<file path="src/design/swm_pkg.sv">
// Shared constants and types for the snooped word memory target.
package swm_pkg;

	localparam int WORD_COUNT = 64;
	localparam int IDX_W = (WORD_COUNT > 1) ? $clog2(WORD_COUNT) : 1;
	localparam logic [29:0] WORD_LIMIT = 30'(WORD_COUNT);
	localparam logic [31:0] WHOLE_END = 32'(WORD_COUNT * 4 - 1);

	localparam logic [2:0] OP_READ = 3'd0;
	localparam logic [2:0] OP_WRITE = 3'd1;
	localparam logic [2:0] OP_RD_GRANT = 3'd2;
	localparam logic [2:0] OP_WR_GRANT = 3'd3;
	localparam logic [2:0] OP_SNOOP_SET = 3'd4;
	localparam logic [2:0] OP_SNOOP_WR = 3'd5;

	localparam logic [2:0] ST_OK = 3'd0;
	localparam logic [2:0] ST_ADDR = 3'd1;
	localparam logic [2:0] ST_BYTE_EN = 3'd2;
	localparam logic [2:0] ST_BURST = 3'd3;
	localparam logic [2:0] ST_REFUSED = 3'd4;
	localparam logic [2:0] ST_MISUSE = 3'd5;

	typedef struct packed {
		logic capture;
		logic commit;
	} cmd_t;

	typedef struct packed {
		logic rsp_full;
	} stat_t;

endpackage

</file>
<file path="src/design/swm_req_if.sv">
// Request channel: valid/ready handshake with the request payload.
interface swm_req_if;
	logic        valid;
	logic        ready;
	logic [2:0]  opcode;
	logic [31:0] address;
	logic [31:0] write_data;
	logic [7:0]  data_length;
	logic [7:0]  stream_width;
	logic        byte_enables_present;
	logic [31:0] snoop_range_end;

	modport source (output valid, opcode, address, write_data, data_length, stream_width,
		byte_enables_present, snoop_range_end, input ready);
	modport sink (input valid, opcode, address, write_data, data_length, stream_width,
		byte_enables_present, snoop_range_end, output ready);
endinterface

</file>
<file path="src/design/swm_rsp_if.sv">
// Response channel: valid/ready handshake with the response payload.
interface swm_rsp_if;
	logic        valid;
	logic        ready;
	logic [2:0]  status;
	logic [31:0] read_data;
	logic        invalidate_valid;
	logic [31:0] invalidate_start;
	logic [31:0] invalidate_end;
	logic        grant_read;
	logic        grant_write;
	logic [31:0] region_start;
	logic [31:0] region_end;

	modport source (output valid, status, read_data, invalidate_valid, invalidate_start,
		invalidate_end, grant_read, grant_write, region_start, region_end, input ready);
	modport sink (input valid, status, read_data, invalidate_valid, invalidate_start,
		invalidate_end, grant_read, grant_write, region_start, region_end, output ready);
endinterface

</file>
<file path="src/design/swm_ram.sv">
// Generic single-write, single-read RAM with registered read data.
module swm_ram #(
	parameter int WIDTH = 32,
	parameter int DEPTH = 64,
	parameter int AW = (DEPTH > 1) ? $clog2(DEPTH) : 1
) (
	input  logic                   clk,
	input  logic                   we,
	input  logic [AW-1:0]          waddr,
	input  logic [WIDTH-1:0]       wdata,
	input  logic                   re,
	input  logic [AW-1:0]          raddr,
	output logic [WIDTH-1:0]       rdata
);
	logic [WIDTH-1:0] mem_q [DEPTH];

	always_ff @(posedge clk) begin
		if (we) begin
			mem_q[waddr] <= wdata;
		end
		if (re) begin
			rdata <= mem_q[raddr];
		end
	end
endmodule

</file>
<file path="src/design/swm_ctrl.sv">
// Controller: accept a transaction, then execute and commit it into the response register.
module swm_ctrl (
	input  logic              clk,
	input  logic              arst_n,
	input  logic              req_valid,
	input  logic              rsp_ready,
	input  swm_pkg::stat_t    stat,
	output logic              req_ready,
	output swm_pkg::cmd_t     cmd
);
	localparam logic S_IDLE = 1'b0;
	localparam logic S_EXEC = 1'b1;

	logic state_q;
	logic state_d;

	always_comb begin
		req_ready = (state_q == S_IDLE);
		cmd.capture = 1'b0;
		cmd.commit = 1'b0;
		state_d = state_q;
		case (state_q)
			S_IDLE: begin
				if (req_valid) begin
					cmd.capture = 1'b1;
					state_d = S_EXEC;
				end
			end
			S_EXEC: begin
				// response slot is free or drains this cycle
				if (!stat.rsp_full || rsp_ready) begin
					cmd.commit = 1'b1;
					state_d = S_IDLE;
				end
			end
			default: begin
				state_d = S_IDLE;
			end
		endcase
	end

	always_ff @(posedge clk or negedge arst_n) begin
		if (!arst_n) begin
			state_q <= S_IDLE;
		end else begin
			state_q <= state_d;
		end
	end
endmodule

</file>
<file path="src/design/swm_dp.sv">
// Datapath: request registers, word store, snoop watch and response register.
module swm_dp (
	input  logic             clk,
	input  logic             arst_n,
	input  swm_pkg::cmd_t    cmd,
	output swm_pkg::stat_t   stat,
	swm_req_if.sink          req,
	swm_rsp_if.source        rsp
);
	logic [2:0]  op_q;
	logic [31:0] addr_q;
	logic [31:0] wdata_q;
	logic [7:0]  len_q;
	logic [7:0]  wid_q;
	logic        be_q;
	logic [31:0] rend_q;
	logic [swm_pkg::IDX_W-1:0] idx_q;

	logic [swm_pkg::WORD_COUNT-1:0] wvalid_q;
	logic        armed_q;
	logic [31:0] first_q;
	logic [31:0] last_q;
	logic        rsp_valid_q;

	logic [31:0] ram_rdata;
	logic        ram_we;
	logic [2:0]  bus_st;
	logic        overlap;

	logic [2:0]  st_d;
	logic [31:0] rdata_d;
	logic        inv_d;
	logic [31:0] inv_start_d;
	logic [31:0] inv_end_d;
	logic        gr_d;
	logic        gw_d;
	logic [31:0] reg_start_d;
	logic [31:0] reg_end_d;
	logic        armed_d;

	swm_ram #(.WIDTH(32), .DEPTH(swm_pkg::WORD_COUNT), .AW(swm_pkg::IDX_W)) u_ram (
		.clk   (clk),
		.we    (ram_we),
		.waddr (idx_q),
		.wdata (wdata_q),
		.re    (cmd.capture),
		.raddr (req.address[2 +: swm_pkg::IDX_W]),
		.rdata (ram_rdata)
	);

	always_ff @(posedge clk) begin
		if (cmd.capture) begin
			op_q <= req.opcode;
			addr_q <= req.address;
			wdata_q <= req.write_data;
			len_q <= req.data_length;
			wid_q <= req.stream_width;
			be_q <= req.byte_enables_present;
			rend_q <= req.snoop_range_end;
			idx_q <= req.address[2 +: swm_pkg::IDX_W];
		end
	end

	always_comb begin
		if (addr_q[31:2] >= swm_pkg::WORD_LIMIT || addr_q[1:0] != 2'b00) begin
			bus_st = swm_pkg::ST_ADDR;
		end else if (be_q) begin
			bus_st = swm_pkg::ST_BYTE_EN;
		end else if (len_q != 8'd4 || wid_q != 8'd4) begin
			bus_st = swm_pkg::ST_BURST;
		end else begin
			bus_st = swm_pkg::ST_OK;
		end
	end

	// 33-bit compare so the end of the word cannot wrap
	assign overlap = armed_q && (({1'b0, addr_q} + 33'd4) > {1'b0, first_q})
		&& (addr_q <= last_q);

	always_comb begin
		st_d = swm_pkg::ST_OK;
		rdata_d = '0;
		inv_d = 1'b0;
		inv_start_d = '0;
		inv_end_d = '0;
		gr_d = 1'b0;
		gw_d = 1'b0;
		reg_start_d = '0;
		reg_end_d = '0;
		armed_d = armed_q;
		ram_we = 1'b0;
		case (op_q)
			swm_pkg::OP_READ: begin
				st_d = bus_st;
				if (bus_st == swm_pkg::ST_OK && wvalid_q[idx_q]) begin
					rdata_d = ram_rdata;
				end
			end
			swm_pkg::OP_WRITE: begin
				st_d = bus_st;
				if (bus_st == swm_pkg::ST_OK) begin
					ram_we = cmd.commit;
					if (overlap) begin
						inv_d = 1'b1;
						inv_start_d = first_q;
						inv_end_d = last_q;
						armed_d = 1'b0;
					end
				end
			end
			swm_pkg::OP_RD_GRANT: begin
				gr_d = 1'b1;
				reg_end_d = swm_pkg::WHOLE_END;
			end
			swm_pkg::OP_WR_GRANT: begin
				if (armed_q) begin
					st_d = swm_pkg::ST_REFUSED;
				end else begin
					gr_d = 1'b1;
					gw_d = 1'b1;
					reg_end_d = swm_pkg::WHOLE_END;
				end
			end
			swm_pkg::OP_SNOOP_SET: begin
				if (addr_q[1:0] != 2'b00) begin
					st_d = swm_pkg::ST_REFUSED;
				end else begin
					armed_d = 1'b1;
					inv_d = 1'b1;
					inv_start_d = addr_q;
					inv_end_d = rend_q;
					gr_d = 1'b1;
					reg_start_d = addr_q;
					reg_end_d = rend_q;
				end
			end
			swm_pkg::OP_SNOOP_WR: begin
				st_d = swm_pkg::ST_MISUSE;
			end
			default: begin
				st_d = swm_pkg::ST_OK;
			end
		endcase
	end

	always_ff @(posedge clk or negedge arst_n) begin
		if (!arst_n) begin
			wvalid_q <= '0;
			armed_q <= 1'b0;
			first_q <= '0;
			last_q <= '0;
			rsp_valid_q <= 1'b0;
		end else begin
			if (cmd.commit) begin
				armed_q <= armed_d;
				if (ram_we) begin
					wvalid_q[idx_q] <= 1'b1;
				end
				if (op_q == swm_pkg::OP_SNOOP_SET) begin
					first_q <= addr_q;
					last_q <= rend_q;
				end
				rsp_valid_q <= 1'b1;
			end else if (rsp.ready) begin
				rsp_valid_q <= 1'b0;
			end
		end
	end

	always_ff @(posedge clk) begin
		if (cmd.commit) begin
			rsp.status <= st_d;
			rsp.read_data <= rdata_d;
			rsp.invalidate_valid <= inv_d;
			rsp.invalidate_start <= inv_start_d;
			rsp.invalidate_end <= inv_end_d;
			rsp.grant_read <= gr_d;
			rsp.grant_write <= gw_d;
			rsp.region_start <= reg_start_d;
			rsp.region_end <= reg_end_d;
		end
	end

	assign rsp.valid = rsp_valid_q;
	assign stat.rsp_full = rsp_valid_q;
endmodule

</file>
<file path="src/design/snooped_word_memory_target.sv">
// Snooped word memory target: top level joining controller and datapath.
//
// req carries one request transaction: bus read or write of a 32-bit word,
// a read or write grant request, or a snoop range set-up. rsp returns exactly
// one response transaction per request, in order, with status, read data,
// any invalidation range and any granted region.
// A request is taken at the edge where req.valid and req.ready are high. The
// following execute step reads the word store's registered output, evaluates
// the request and loads the response register, which raises rsp.valid.
// req.ready is high only between requests, so a new request is not taken until
// the previous one has executed; this is set by the word store's registered
// read port, read in the accept cycle and written in the execute cycle.
// If rsp.ready is low, the response holds and the execute step waits until
// the response register drains; no new request is taken meanwhile.
// Reset (arst_n low) disarms the snoop watch, clears its range, empties the
// response register and marks every word as zero through per-word valid bits,
// so no clearing pass is needed and requests are taken right after reset.
module snooped_word_memory_target (
	input  logic      clk,
	input  logic      arst_n,
	swm_req_if.sink   req,
	swm_rsp_if.source rsp
);
	swm_pkg::cmd_t  cmd;
	swm_pkg::stat_t stat;
	logic           ready;

	swm_ctrl u_ctrl (
		.clk       (clk),
		.arst_n    (arst_n),
		.req_valid (req.valid),
		.rsp_ready (rsp.ready),
		.stat      (stat),
		.req_ready (ready),
		.cmd       (cmd)
	);

	swm_dp u_dp (
		.clk    (clk),
		.arst_n (arst_n),
		.cmd    (cmd),
		.stat   (stat),
		.req    (req),
		.rsp    (rsp)
	);

	assign req.ready = ready;
endmodule
</file>
<file path="src/flat_wrapper.sv">
// flat-port wrapper written by rule: the top's interface ports become plain ports
module snooped_word_memory_target_flat 
  (clk, arst_n, req_valid, req_opcode, req_address, req_write_data, req_data_length, req_stream_width, req_byte_enables_present, req_snoop_range_end, req_ready, rsp_valid, rsp_status, rsp_read_data, rsp_invalidate_valid, rsp_invalidate_start, rsp_invalidate_end, rsp_grant_read, rsp_grant_write, rsp_region_start, rsp_region_end, rsp_ready);
  swm_req_if req_i ();
  swm_rsp_if rsp_i ();
  input  logic clk;
  input  logic arst_n;
  input wire logic [$bits(req_i.valid)-1:0] req_valid;
  input wire logic [$bits(req_i.opcode)-1:0] req_opcode;
  input wire logic [$bits(req_i.address)-1:0] req_address;
  input wire logic [$bits(req_i.write_data)-1:0] req_write_data;
  input wire logic [$bits(req_i.data_length)-1:0] req_data_length;
  input wire logic [$bits(req_i.stream_width)-1:0] req_stream_width;
  input wire logic [$bits(req_i.byte_enables_present)-1:0] req_byte_enables_present;
  input wire logic [$bits(req_i.snoop_range_end)-1:0] req_snoop_range_end;
  output wire logic [$bits(req_i.ready)-1:0] req_ready;
  output wire logic [$bits(rsp_i.valid)-1:0] rsp_valid;
  output wire logic [$bits(rsp_i.status)-1:0] rsp_status;
  output wire logic [$bits(rsp_i.read_data)-1:0] rsp_read_data;
  output wire logic [$bits(rsp_i.invalidate_valid)-1:0] rsp_invalidate_valid;
  output wire logic [$bits(rsp_i.invalidate_start)-1:0] rsp_invalidate_start;
  output wire logic [$bits(rsp_i.invalidate_end)-1:0] rsp_invalidate_end;
  output wire logic [$bits(rsp_i.grant_read)-1:0] rsp_grant_read;
  output wire logic [$bits(rsp_i.grant_write)-1:0] rsp_grant_write;
  output wire logic [$bits(rsp_i.region_start)-1:0] rsp_region_start;
  output wire logic [$bits(rsp_i.region_end)-1:0] rsp_region_end;
  input wire logic [$bits(rsp_i.ready)-1:0] rsp_ready;
  assign req_i.valid = req_valid;
  assign req_i.opcode = req_opcode;
  assign req_i.address = req_address;
  assign req_i.write_data = req_write_data;
  assign req_i.data_length = req_data_length;
  assign req_i.stream_width = req_stream_width;
  assign req_i.byte_enables_present = req_byte_enables_present;
  assign req_i.snoop_range_end = req_snoop_range_end;
  assign req_ready = req_i.ready;
  assign rsp_valid = rsp_i.valid;
  assign rsp_status = rsp_i.status;
  assign rsp_read_data = rsp_i.read_data;
  assign rsp_invalidate_valid = rsp_i.invalidate_valid;
  assign rsp_invalidate_start = rsp_i.invalidate_start;
  assign rsp_invalidate_end = rsp_i.invalidate_end;
  assign rsp_grant_read = rsp_i.grant_read;
  assign rsp_grant_write = rsp_i.grant_write;
  assign rsp_region_start = rsp_i.region_start;
  assign rsp_region_end = rsp_i.region_end;
  assign rsp_i.ready = rsp_ready;
  snooped_word_memory_target u_core (.clk(clk), .arst_n(arst_n), .req(req_i), .rsp(rsp_i));
endmodule
</file>
<file path="config.mk">
export PLATFORM = sky130hd
export DESIGN_NAME = snooped_word_memory_target_flat
export DESIGN_NICKNAME = d
export VERILOG_FILES = /design/src/design/swm_pkg.sv /design/src/design/swm_req_if.sv /design/src/design/swm_rsp_if.sv /design/src/design/swm_ram.sv /design/src/design/swm_ctrl.sv /design/src/design/swm_dp.sv /design/src/design/snooped_word_memory_target.sv /design/src/flat_wrapper.sv
export SDC_FILE = /design/constraint.sdc
export NUM_CORES = 2
export LEC_CHECK = 0
export BUFFER_PORTS_ARGS = -buffer_cell sky130_fd_sc_hd__buf_2
export CORE_MARGIN = 10
export CORE_UTILIZATION = 25
export DETAILED_ROUTE_END_ITERATION = 8
export PLACE_DENSITY = 0.49
export SLEW_MARGIN = 20
export SYNTH_ARGS = -nofsm -noshare
export SYNTH_HDL_FRONTEND = slang
export SYNTH_SLANG_ARGS = --single-unit
</file>
<file path="constraint.sdc">
create_clock -name clk -period 13.13 [get_ports clk]
set_clock_uncertainty 0.05 [all_clocks]
set_input_delay 2.626 -clock clk [delete_from_list [all_inputs] [get_ports clk]]
set_output_delay 2.626 -clock clk [all_outputs]
set_load 0.01 [all_outputs]
</file>
==> flow_metrics.py <==
metrics = {
    "global_routing": {
        "grt_most_used_layer": "met2",
        "grt_pass1_wl_microns": 406300,
        "number_of_global_route_vias_before_repair": 48115,
        "grt_util_all_layers_pct": 14.04,
        "grt_max_degree": 147,
        "global_route.usage.met2_pct": 23.12,
        "grtUsageMet1_pct": 19.29,
        "grt_antenna_before_repair": 13,
        "met3_usage_pct": 2.363,
        "gr-total-overflow": 0,
    },
    "placement": {
        "placed_insts": 9480,
        "dpl.hpwl_microns": 158600,
        "pre_cts_slack_ns": 6.046,
        "place_area_sq_um": 104600,
        "buffer_ports.inserted": 287,
        "gp_congestion": 0.7454,
    },
    "sta": {
        "setup_repair_after_global_routing_missed_its_margin": "no",
        "report.final.slew_viol_count": 0,
        "timing.slew.headroom_pct": 18.47,
        "fin_ws_ns": 7.138,
        "timing.fmax_mhz": 166.9,
        "hold_viol": 0,
        "setup_viol_count_final": 0,
        "setup-tns-final_ns": 0,
        "post-route-period-util_pct": 45.63,
        "worst_max_slew_pin_slew_ns": 1.223,
        "period_minus_slack_ns": 5.992,
    },
    "layout": {
        "finalNetCount": 4906,
        "top_regs": "u_core.u_dp.u_ram.mem_q: 2048 flops, u_core.u_dp.wvalid_q: 64 flops",
        "regMostFlops": "u_core.u_dp.u_ram.mem_q",
        "area_of_the_multi_input_gates_sq_um": 21010,
        "post_route_cells_drive_above_1_share_pct": 33.22,
        "ff_latch_area_sq_um": 74210,
        "fin_util_pct": 29.58,
        "final_cell_area_sq_um": 113000,
        "area.growth.synth_to_final_pct": 17.91,
        "num-fill-cells": 36848,
        "largest_reg_flops": 2048,
        "final_cells": 9952,
    },
    "yosys": {
        "avgSynthCellArea_sq_um": 22.76,
        "synth_top_area_share_pct": 74.00,
        "post_synth_top_cells": "sky130_fd_sc_hd__edfxtp_1, sky130_fd_sc_hd__mux4_2, sky130_fd_sc_hd__dfrtp_1",
        "synth_area_leaders": "sky130_fd_sc_hd__edfxtp_1, sky130_fd_sc_hd__mux4_2, sky130_fd_sc_hd__dfrtp_1",
        "post-synth-top-count-cell": "sky130_fd_sc_hd__edfxtp_1",
        "synth.yosys.seq_area_share_pct": 77.42,
        "synth.cell_area_sq_um": 95850,
        "synthesized_netlist_cell_count": 4211,
        "yosys_most_used_dff": "sky130_fd_sc_hd__edfxtp_1",
        "yosys_register_bits": 2493,
        "synth_warnings": 0,
        "synthDominantAreaCellType": "sky130_fd_sc_hd__edfxtp_1",
        "async_flop_share_pct": 5.255,
        "synth_enable_flop_cells": 2362,
        "post_synth_num_cell_types": 57,
    },
    "floorplanning": {
        "chipHeight_microns": 639.2,
        "fp.coreArea_sq_um": 382000,
        "die_area_sq_um": 408600,
        "io_pins": 288,
        "chipWidth_microns": 639.2,
        "start_util_pct": 25.09,
        "placement_rows": 227,
    },
    "route": {
        "route.detailed.vias_per_inst": 4.743,
        "drc_errors": 0,
        "drt_pass1_iterations": 7,
        "number_of_antenna_violating_nets_in_the_routed_design": 0,
        "first_iter_violations": 5370,
        "routed_wire_length_per_instance_microns": 29.77,
        "vias": 47202,
        "wl_microns": 296300,
    },
    "clock_tree": {
        "cts_setup_buffers": 0,
        "cts-buffers-inserted": 276,
        "clk_pin_slew_ns": 0.06,
        "insertion_delay_to_the_later_sink_of_the_worst_skew_pair_ns": 0.85,
        "cts.path.max_buffers": 4,
        "cts_hold_buffers": 0,
        "htreeDepth": 5,
        "cts_tree": "done",
        "numClockSinks": 2493,
        "post_cts.resized_instances": 0,
        "cts_root_buf": "sky130_fd_sc_hd__clkbuf_16",
    },
    "setup_path": {
        "crit_required_ns": 13.67,
        "timing.critical_path.from_type": "input pin",
        "timing_worst_setup_path_type": "in2reg",
        "cp_data_arrival_time_ns": 6.53,
        "crit_path_end_kind": "register",
        "worst_path_fanout_max": 89,
    },
    "status": {
        "outcome": "finished clean",
    },
    "power_and_ir_drop": {
        "power.leakage_nw": 36.65,
        "vdd_ir_drop_max_uv": 99.10,
        "cellPowerDensity_nw_per_um2": 166.8,
    },
    "worst_hold_path": {
        "holdCritPathClass": "reg2reg",
    },
    "flow_run": {
        "max_cap_viol_count": 0,
    },
}
-- critical path, stage by stage --
cell                     delay [ns]
sky130_fd_sc_hd__buf_8         0.42
sky130_fd_sc_hd__buf_4         0.88
sky130_fd_sc_hd__buf_12        0.57
sky130_fd_sc_hd__mux4_2        0.59
sky130_fd_sc_hd__mux4_2        0.52
sky130_fd_sc_hd__mux4_2        0.47
-- placed cells by master (no fill, tap or decap), types with 57 or more instances in the layout --
master                         n
sky130_fd_sc_hd__and3_1       61
sky130_fd_sc_hd__buf_2       280
sky130_fd_sc_hd__buf_4       148
sky130_fd_sc_hd__clkbuf_1     71
sky130_fd_sc_hd__clkbuf_16   284
sky130_fd_sc_hd__dfrtp_1     131
sky130_fd_sc_hd__edfxtp_1   2362
sky130_fd_sc_hd__ha_1         66
sky130_fd_sc_hd__inv_1        75
sky130_fd_sc_hd__mux2_2       66
sky130_fd_sc_hd__mux4_2      670
sky130_fd_sc_hd__nand2_1      67
sky130_fd_sc_hd__nor2_4       65
sky130_fd_sc_hd__o21bai_1     57
-- path summary, 6_finish.rpt --
kind                                          start                                end  slack [ns]  depth (start not counted)
min in group asynchronous                    arst_n             u_core.u_dp.last_q[18]        1.75                          1
min                        u_core.u_dp.wvalid_q[59]           u_core.u_dp.wvalid_q[59]        0.42                          1
max in group asynchronous                    arst_n            u_core.u_dp.first_q[25]        9.77                          2
max reg2reg                   u_core.u_dp.addr_q[7]  u_core.u_dp.rsp.invalidate_end[7]        7.53                         13
min reg2reg                u_core.u_dp.wvalid_q[59]           u_core.u_dp.wvalid_q[59]        0.42                          1
max                                  req_address[2]         u_core.u_dp.u_ram.rdata[4]        7.14                          6
-- final cells by class --
class,count,area share (%)
sequential,2493,65.66
antenna,2,0.004429
timing repair buffer,444,2.465
multi-input combinational,1428,18.59
inverter,77,0.2558
clock buffer,355,6.524
tap,5038,5.578
clock inverter,115,0.9189
-- metrics by stage --
stage | total power [mW] | hold slack (ns)
detailed placement | 11.67 | 0.4034
finish | 18.85 | 0.4187
floorplan | 10.81 | 0.3875
CTS | 19.05 | 0.4230
global route | 19.54 | 0.4324
global placement | 11.63 | 0.4010
-- per-layer routing --
layer,wire length [microns],vias up
li1,-,18733
met1,125500,26051
met2,142700,1995
met3,19960,421
met4,8120,2
met5,13,-
-- power by group --
part / internal [mW] / switching [mW]
Sequential: 9.36 / 0.279
Clock: 4.26 / 3.12
Combinational: 0.626 / 1.20
-- kinds of logic after synthesis --
kind of cell,after synthesis,synth area share [%]
multiplexers,750,16.66
AO/OA/AOI/OAI,220,1.616
flip-flops,2493,77.42
buffers and inverters,291,1.256
XOR/XNOR,28,0.2559
AND/OR/NAND/NOR,362,1.922
adder cells (fa/ha/maj),66,0.8616
other,1,0.003912
(Power assumes the default switching activity.)
